### config.mk
export PLATFORM = sky130hd
export DESIGN_NAME = hcr_lerp_chan
export DESIGN_NICKNAME = d
export VERILOG_FILES = /design/src/rtl/hcr_pkg.sv /design/src/rtl/hcr_lerp_chan.sv
export SDC_FILE = /design/constraint.sdc
export NUM_CORES = 2
export LEC_CHECK = 0
export ABC_AREA = 1
export BUFFER_PORTS_ARGS = -buffer_cell sky130_fd_sc_hd__buf_4
export CAP_MARGIN = 10
export CORE_MARGIN = 3
export CORE_UTILIZATION = 35
export CTS_CLUSTER_SIZE = 40
export DETAILED_ROUTE_END_ITERATION = 8
export PLACE_DENSITY = 0.61
export SLEW_MARGIN = 20
export SYNTH_ARGS = -nofsm -noshare
export SYNTH_HDL_FRONTEND = slang
export SYNTH_SLANG_ARGS = --single-unit
### constraint.sdc
create_clock -name i_clk -period 24.7 [get_ports i_clk]
set_input_delay 3.705 -clock i_clk [delete_from_list [all_inputs] [get_ports i_clk]]
set_output_delay 3.705 -clock i_clk [all_outputs]
set_load 0.02 [all_outputs]
### src/rtl/hcr_pkg.sv
// Shared constants, tables and types for the height colour ramp.
package hcr_pkg;

    // Level format: Q1.16, one is 65536, clamped level needs 17 bits
    localparam int LEVEL_W = 17;
    localparam logic [LEVEL_W-1:0] LEVEL_ONE = 17'd65536;

    localparam int NUM_BANDS = 5;
    localparam int NUM_CH    = 3;

    // Band codes
    localparam logic [2:0] BAND_DEEP   = 3'd0;
    localparam logic [2:0] BAND_SAND   = 3'd1;
    localparam logic [2:0] BAND_GRASS  = 3'd2;
    localparam logic [2:0] BAND_FOREST = 3'd3;
    localparam logic [2:0] BAND_SNOW   = 3'd4;

    // Channel codes
    localparam logic [1:0] CH_RED   = 2'd0;
    localparam logic [1:0] CH_GREEN = 2'd1;
    localparam logic [1:0] CH_BLUE  = 2'd2;

    // Breakpoints 0.3, 0.45, 0.7, 0.85 in Q0.16
    localparam logic [LEVEL_W-1:0] BP_SAND   = 17'd19661;
    localparam logic [LEVEL_W-1:0] BP_GRASS  = 17'd29491;
    localparam logic [LEVEL_W-1:0] BP_FOREST = 17'd45875;
    localparam logic [LEVEL_W-1:0] BP_SNOW   = 17'd55706;

    // Band widths in Q0.16
    localparam int W_DEEP   = 19661;
    localparam int W_SAND   = 9830;
    localparam int W_GRASS  = 16384;
    localparam int W_FOREST = 9831;
    localparam int W_SNOW   = 9830;

    localparam int BAND_W [NUM_BANDS] = '{W_DEEP, W_SAND, W_GRASS, W_FOREST, W_SNOW};

    // Offset within a band is below the widest band width
    localparam int D_W = 15;
    // Scaled numerator 255*num + den/2 stays below 2^30
    localparam int X_W = 30;
    localparam int X_SHIFT = 30;
    localparam int TWO_X = 2**X_SHIFT;
    // Reciprocal multiplier and denominator widths
    localparam int M_W   = 11;
    localparam int DEN_W = 21;
    // Quotient estimate may overshoot by one, so up to 256
    localparam int Q_W   = 9;
    localparam int SLOPE_W = 15;

    // Endpoint colours in hundredths: start and end of each band
    localparam int RAMP_A [NUM_BANDS][NUM_CH] = '{
        '{10, 20, 40}, '{30, 50, 70}, '{70, 80, 40}, '{30, 95, 20}, '{80, 80, 80}
    };
    localparam int RAMP_B [NUM_BANDS][NUM_CH] = '{
        '{30, 50, 70}, '{70, 80, 40}, '{30, 95, 20}, '{20, 65, 30}, '{100, 100, 100}
    };

    // Denominator 100*W per band
    localparam logic [DEN_W-1:0] DEN [NUM_BANDS] = '{
        21'(100 * W_DEEP), 21'(100 * W_SAND), 21'(100 * W_GRASS),
        21'(100 * W_FOREST), 21'(100 * W_SNOW)
    };

    // floor(2^30 / den) + 1: estimate is exact or one high
    localparam logic [M_W-1:0] RECIP_M [NUM_BANDS] = '{
        11'(TWO_X / (100 * W_DEEP) + 1),
        11'(TWO_X / (100 * W_SAND) + 1),
        11'(TWO_X / (100 * W_GRASS) + 1),
        11'(TWO_X / (100 * W_FOREST) + 1),
        11'(TWO_X / (100 * W_SNOW) + 1)
    };

    // Constant part of the scaled numerator: W*(255*a + 50)
    function automatic logic [X_W-1:0] ramp_base(input logic [2:0] band,
                                                  input logic [1:0] ch);
        ramp_base = X_W'(BAND_W[band] * (255 * RAMP_A[band][ch] + 50));
    endfunction

    // Slope of the scaled numerator per unit offset: 255*(b - a)
    function automatic logic signed [SLOPE_W-1:0] ramp_slope(input logic [2:0] band,
                                                             input logic [1:0] ch);
        ramp_slope = SLOPE_W'(255 * (RAMP_B[band][ch] - RAMP_A[band][ch]));
    endfunction

    // Stage advance strobes and the band as it travels down the pipe
    typedef struct packed {
        logic       adv3;
        logic       adv4;
        logic       adv5;
        logic [2:0] band2;
        logic [2:0] band3;
        logic [2:0] band4;
    } t_lerp_ctl;

endpackage

### src/rtl/hcr_lerp_chan.sv
// One colour channel: interpolation, reciprocal divide and rounding correction.
module hcr_lerp_chan
    import hcr_pkg::*;
(
    input  logic             i_clk,
    input  t_lerp_ctl        i_ctl,
    input  logic [1:0]       i_chan,
    input  logic [D_W-1:0]   i_d,
    output logic [7:0]       o_chan
);

    logic [X_W-1:0]       r_x3;
    logic [X_W-1:0]       r_x4;
    logic [Q_W-1:0]       r_q4;
    logic [7:0]           r_q5;

    logic signed [31:0]   w_slope;
    logic signed [31:0]   w_x_full;
    logic [X_W+M_W-1:0]   w_est;
    logic [X_W-1:0]       w_back;
    logic [Q_W-1:0]       w_q;

    // Stage 3: scaled numerator = base + slope*d, all at 32 bits signed
    assign w_slope  = 32'(ramp_slope(i_ctl.band2, i_chan));
    assign w_x_full = $signed({2'b00, ramp_base(i_ctl.band2, i_chan)})
                    + w_slope * $signed({17'd0, i_d});

    // Stage 4: quotient estimate by reciprocal multiply
    assign w_est = (X_W+M_W)'(r_x3) * (X_W+M_W)'(RECIP_M[i_ctl.band3]);

    // Stage 5: step back by one where the estimate overshoots
    assign w_back = X_W'(r_q4) * X_W'(DEN[i_ctl.band4]);
    assign w_q    = (w_back > r_x4) ? r_q4 - 1'b1 : r_q4;

    always_ff @(posedge i_clk) begin
        if (i_ctl.adv3) begin
            r_x3 <= w_x_full[X_W-1:0];
        end
        if (i_ctl.adv4) begin
            r_x4 <= r_x3;
            r_q4 <= w_est[X_SHIFT+Q_W-1:X_SHIFT];
        end
        if (i_ctl.adv5) begin
            r_q5 <= w_q[7:0];
        end
    end

    assign o_chan = r_q5;

endmodule

* Yosys cells after proc, flatten, opt, wreduce, memory -nomap -nowiden
Memories as Yosys holds them, arrays and structs flattened. Index checks and enable logic that the tools add are counted.
Word-level totals: register bits after elaboration 77, bits in read-only memories 2048, input bits 30, memories 5, logic and storage cells 45
Memory list:
- (no name shown) | words 8, bits a word 96, read ports 1, clocked after Yosys merged registers in 0, write ports 0, line hcr_pkg.sv:77 | ramp_base = X_W'(BAND_W[band] * (255 * RAMP_A[band][ch] + 50));
- (no name shown) | words 8, bits a word 96, read ports 1, clocked after Yosys merged registers in 0, write ports 0, line hcr_pkg.sv:83 | ramp_slope = SLOPE_W'(255 * (RAMP_B[band][ch] - RAMP_A[band][ch]));
- (no name shown) | words 8, bits a word 32, read ports 1, clocked after Yosys merged registers in 0, write ports 0, line hcr_pkg.sv:77
- (no name shown) | words 8, bits a word 21, read ports 1, clocked after Yosys merged registers in 0, write ports 0, line hcr_lerp_chan.sv:32 | assign w_back = X_W'(r_q4) * X_W'(DEN[i_ctl.band4]);
- (no name shown) | words 8, bits a word 11, read ports 1, clocked after Yosys merged registers in 0, write ports 0, line hcr_lerp_chan.sv:29 | assign w_est = (X_W+M_W)'(r_x3) * (X_W+M_W)'(RECIP_M[i_ctl.band3]);
Cells by class: order comparisons 5, add/sub/neg operators 4, bitwise gates (word level) 4, multiply operators 6, mux-type cells 17
Operator list (number):
- $mux 96 | 4
- $mux 32 | 6
- $bmux 32 s2 | 2
- $mux 21 | 2
- $mul 30x11->39 | 1
- $add 32x7->32 const B | 1
- $mul 32x32->30 | 1
- $mul 9x32->15 const A | 1
- $mul 9x32->32 const A | 1
- $sub 32x32->32 | 1
- $add 30x30->30 | 1
- $gt 30x30->1 | 1
- $mul 15x16->30 | 1
- $mul 9x21->30 | 1
- $mux 11 | 2
- $ge 4x4->1 const B | 3
- $not 3->4 | 3
- $mux 8 | 1
- $sub 8x1->8 const B | 1
- $ge 3x3->1 const B | 1
- $not 2->3 | 1

* Logic depth before layout (Yosys ltp)
depth in word-level cells 11, mapped depth 68

* Worst setup path after synthesis
Ideal clock, no wire load.
path type in2reg, start point input i_ctl[8] (netlist name), end point register r_x3[27], data pin, stages on the path 57, arrival time 15863 ps, path slack 8580 ps, buffers on the path 1, required time 24443 ps, cells stage by stage buf_6 > inv_2 > nand2_1 > o21ai_0 > inv_1 > fa_1 > nand4_2 > nand2_4 > nand3_1 > nand2_1 > fa_1 > xnor2_1 > inv_1 > ha_1 > fa_1 > inv_1 > fa_1 > fa_1 > [21 not listed] > inv_1 > fa_1 > inv_1 > fa_1 > fa_1 > fa_1 > ha_1 > a21oi_1 > o21ai_0 > inv_1 > o21ai_0 > a21boi_0 > o21ai_1 > nand2_1 > nand2_1 > nand3_1 > nand2_1 > xor2_1
On the way: word-level cells in the longest chain between the ends 11, elaborated cells between the ends (all ways) 23, classes of those cells add/sub (3); mul (4); mux (12); bitwise (1); memory (3)
RTL lines:
- start, declared | line hcr_lerp_chan.sv:6 | input t_lerp_ctl i_ctl,
- $not 3->4 (implied by the code) (*) | line hcr_pkg.sv:77, hcr_pkg.sv:83
- $mem_v2 8x96 (on tied branches)
- $mux 96 (on tied branches) (2 in series) | line hcr_pkg.sv:77, hcr_pkg.sv:83
- $bmux 32 s2 (on tied branches) | line hcr_pkg.sv:77, hcr_pkg.sv:83
- $mux 32 (on tied branches) (2 in series) | line hcr_pkg.sv:77, hcr_pkg.sv:83
- $mul 9x32->32 or $sub 32x32->32 (tied branches) | line hcr_pkg.sv:77, hcr_pkg.sv:83
- $add 32x7->32 or $mul 9x32->15 (tied branches) | line hcr_pkg.sv:77, hcr_pkg.sv:83
- $mul 32x32->30 or $mul 15x16->30 (tied branches) | line hcr_pkg.sv:77, hcr_lerp_chan.sv:26
- $add 30x30->30 (*) | line hcr_lerp_chan.sv:26 | + w_slope * $signed({17'd0, i_d});
- net w_x_full[27] | line hcr_lerp_chan.sv:18 | logic signed [31:0] w_x_full;
- end signal, assigned | line hcr_lerp_chan.sv:37 | r_x3 <= w_x_full[X_W-1:0];
- end, declared | line hcr_lerp_chan.sv:12 | logic [X_W-1:0] r_x3;
The timed path passes the listed nets; every way through them passes the cells marked *. The select of a mux whose other input is x is not followed. A chain may end at the register's enable or synchronous reset.

* Final worst setup path
start point input i_ctl[6] (netlist name), end point register r_x3[27], data pin
Same word-level chain as after synthesis.

==> results by group <==
Cells and area
  • Register area: 2312 µm²
  • Fillers: 9621
  • Multi-input logic area: 26590 µm²
  • Layout area overhead: 6.166%
  • Final design area excluding fillers: 35130 µm²
  • Final Net Count: just under 5000
  • Layout cells sized above 1: 0.02925

Yosys
  • Yosys cell types: slightly below 50
  • Synthesized area: approximately 33000 µm²
  • Post-Syn Instances: 3715
  • Synth Net Count: 4964
  • Avg Cell Area, Syn: 8.908 µm²
  • Number of synthesized flops with an enable pin: 77
  • Yosys warnings: 0
  • Predominant post-synthesis flop cell: edfxtp_1
  • Asr flop ratio synth: 0
  • Seq/Total Area, Yosys: 0.06987
  • Synthesis-stage register bit count: 77

Clock network
  • Worst-path clk slew: roughly 0.06 ns
  • Post-CTS sizing: 0
  • CTS Buf Count: 9
  • Root Driver: clkbuf_16
  • H-tree depth: 3
  • Worst skew pair latency: 0.34 ns
  • Post-CTS Hold Fix Bufs: 0
  • CTS tree: yes
  • Post-CTS Setup Inserts: 0
  • Longest Clk Path Bufs: 2
  • Num Clock Sinks: 77

Place
  • Half-perimeter wire length after placement: 74870 µm
  • GPL Wtd Cong: 0.9516
  • Port-buffer cells: 37
  • Cell area after placement: 34800 µm²

Worst setup path
  • Worst path required time: roughly 25 ns
  • CP Class: primary input to register
  • Most used cell, CP: fa_1
  • CP arrival: 17.13 ns
  • Crit path capture type: register
  • Max stage delay on crit path: 0.63 ns
  • Critical Path Source Type: primary input
  • CP max FO: 17
  • Slowest cell on crit path: fa_1

Die
  • Die extent in y: roughly 310 µm
  • Die Footprint: 98280 µm²
  • CORE AREA: about 93000 µm²
  • Horiz. Die Dim: between 300 and 400 µm
  • Row count: 112
  • Starting Density: 0.3541
  • Num ports: 38

GRT
  • First-pass GRT wire length: between 100000 and 150000 µm
  • Total congestion overflow: 0
  • Initial antenna violation count: 2
  • Pin count of the biggest net entering global routing: 40
  • Gr usage total: 0.1745
  • Vias in the first global route: 25172

Route
  • Routed wire length: just over 80000 µm
  • Antenna Violating Nets Remaining: 0
  • Starting DRT DRC Count: about 1300
  • Pre-antenna DRT Iters: 5
  • Vias per inst: 4.701
  • DR DRC count: 0
  • DR WL/cell: around 17 µm
  • Via count: 23419

STA
  • Fin. max-slew vios: 0
  • Relative slew slack: 0.3069
  • # setup viols final: 0
  • Max Clk Rate: between 50 and 60 MHz
  • Worst-margin pin slew: 1.039 ns
  • Final period util: 0.6897
  • Fin Setup TNS: 0 ns
  • Fin. Hold Viols: 0
  • Final Critical Period: 17.03 ns
  • Clk_skew: 0.008035 ns
  • RSZ-0062 raised after global routing: false

Min path
  • Min-Delay Path Class: register to register

Run
  • Max-cap viol count: 0

Status
  • Status: complete, no violations
critical path: cells and delay by family:
family,cells,cell delay [ns]
adders and majority gates,18,8.18
AOI/OAI and AO/OA,10,1.93
xor gates and xnor gates,1,0.14
buffers and inverters,11,1.36
and+or+nand+nor,15,1.82
metrics by stage:
stage	utilization	instances	hold WS, ns	setup WS, ns
after floorplan	-	3715	0.4264	8.580
after detailed placement	0.3723	4965	0.4469	7.360
after global placement	0.3723	4965	0.4409	7.580
after CTS	0.3758	4981	0.4572	7.720
final	0.3759	4982	0.4569	7.666
after global routing	0.3759	4981	0.4700	6.847
routing by layer:
metal / GRT usage / part of all wire / wire [µm] / up-vias
li1: - / - / - / 11119
met1: 0.2327 / 0.44 / 35950 / 11640
met4: 0.03994 / 0.023 / 1921 / 2
met5: 0 / 0.00012 / 10 / -
met2: 0.3015 / 0.49 / 40100 / 552
met3: 0.02360 / 0.055 / 4542 / 106
kinds of logic after synthesis:
family	count (synthesis)	synth area share
fa+ha+maj	1219	0.6167
flops	77	0.06987
buf+inv	1116	0.1269
xor+xnor	104	0.02752
compound gates	239	0.04038
simple gates	960	0.1186
cell usage after synthesis, types with 10 or more instances:
cell	instances	share of area
inv_1	1059	0.12
fa_1	687	0.42
ha_1	532	0.20
nor2_1	420	0.048
nand2_1	404	0.046
a21oi_1	125	0.019
edfxtp_1	77	0.070
xor2_1	69	0.018
o21ai_0	57	0.0086
nand3_1	50	0.0076
clkbuf_1	43	0.0049
xnor2_1	35	0.0093
nor3_1	20	0.0030
nand4_1	17	0.0032
or2_2	12	0.0023
nand2_2	11	0.0021
a31oi_1	10	0.0019
placed cells by master (no fill, tap or decap), types with 3 or more instances in the layout:
| cell | n |
|---|---|
| a211oi_1 | 4 |
| a21o_1 | 7 |
| a21oi_1 | 125 |
| a31oi_1 | 10 |
| and2_1 | 3 |
| buf_4 | 42 |
| clkbuf_16 | 9 |
| clkinv_1 | 5 |
| edfxtp_1 | 77 |
| fa_1 | 687 |
| ha_1 | 532 |
| inv_1 | 1059 |
| inv_2 | 6 |
| nand2_1 | 404 |
| nand2_2 | 11 |
| nand2_4 | 7 |
| nand3_1 | 50 |
| nand3_2 | 4 |
| nand3b_1 | 3 |
| nand4_1 | 17 |
| nor2_1 | 418 |
| nor2_2 | 3 |
| nor3_1 | 20 |
| nor3b_1 | 3 |
| nor4_1 | 3 |
| o21a_1 | 3 |
| o21ai_0 | 57 |
| o21ai_1 | 3 |
| o21ai_2 | 3 |
| o21bai_1 | 4 |
| o221ai_1 | 7 |
| or2_2 | 12 |
| xnor2_1 | 35 |
| xor2_1 | 68 |
worst paths after layout:
check / from / to / slack, ns / depth (start not counted)
setup / recovery: i_ctl[6] / r_x3[27]$_DFFE_PP_ / 7.67 / 55
hold / removal: r_x3[12]$_DFFE_PP_ / r_x4[12]$_DFFE_PP_ / 0.46 / 0
setup reg to reg: r_q4[1]$_DFFE_PP_ / o_chan[7]$_DFFE_PP_ / 16.68 / 31
hold reg to reg: r_x3[12]$_DFFE_PP_ / r_x4[12]$_DFFE_PP_ / 0.46 / 0
layout make-up:
type	count	share of cell area
Timing Repair Buffer	42	0.008974
Tap cell	1254	0.04466
Sequential cell	77	0.06581
Inverter	1070	0.1144
Antenna cell	1	0.00007122
Clock buffer	9	0.006410
Multi-Input combinational cell	2522	0.7569
Clock inverter	7	0.002778
flip-flops by register name, summed over array words and instances, names as in the netlist:
signal  count
r_q4        9
o_chan      8
r_x3       30
r_x4       30
Power is left out: the tool's default activity adds up to more than one toggle a clock period on the data nets, which glitch-free logic cannot reach.
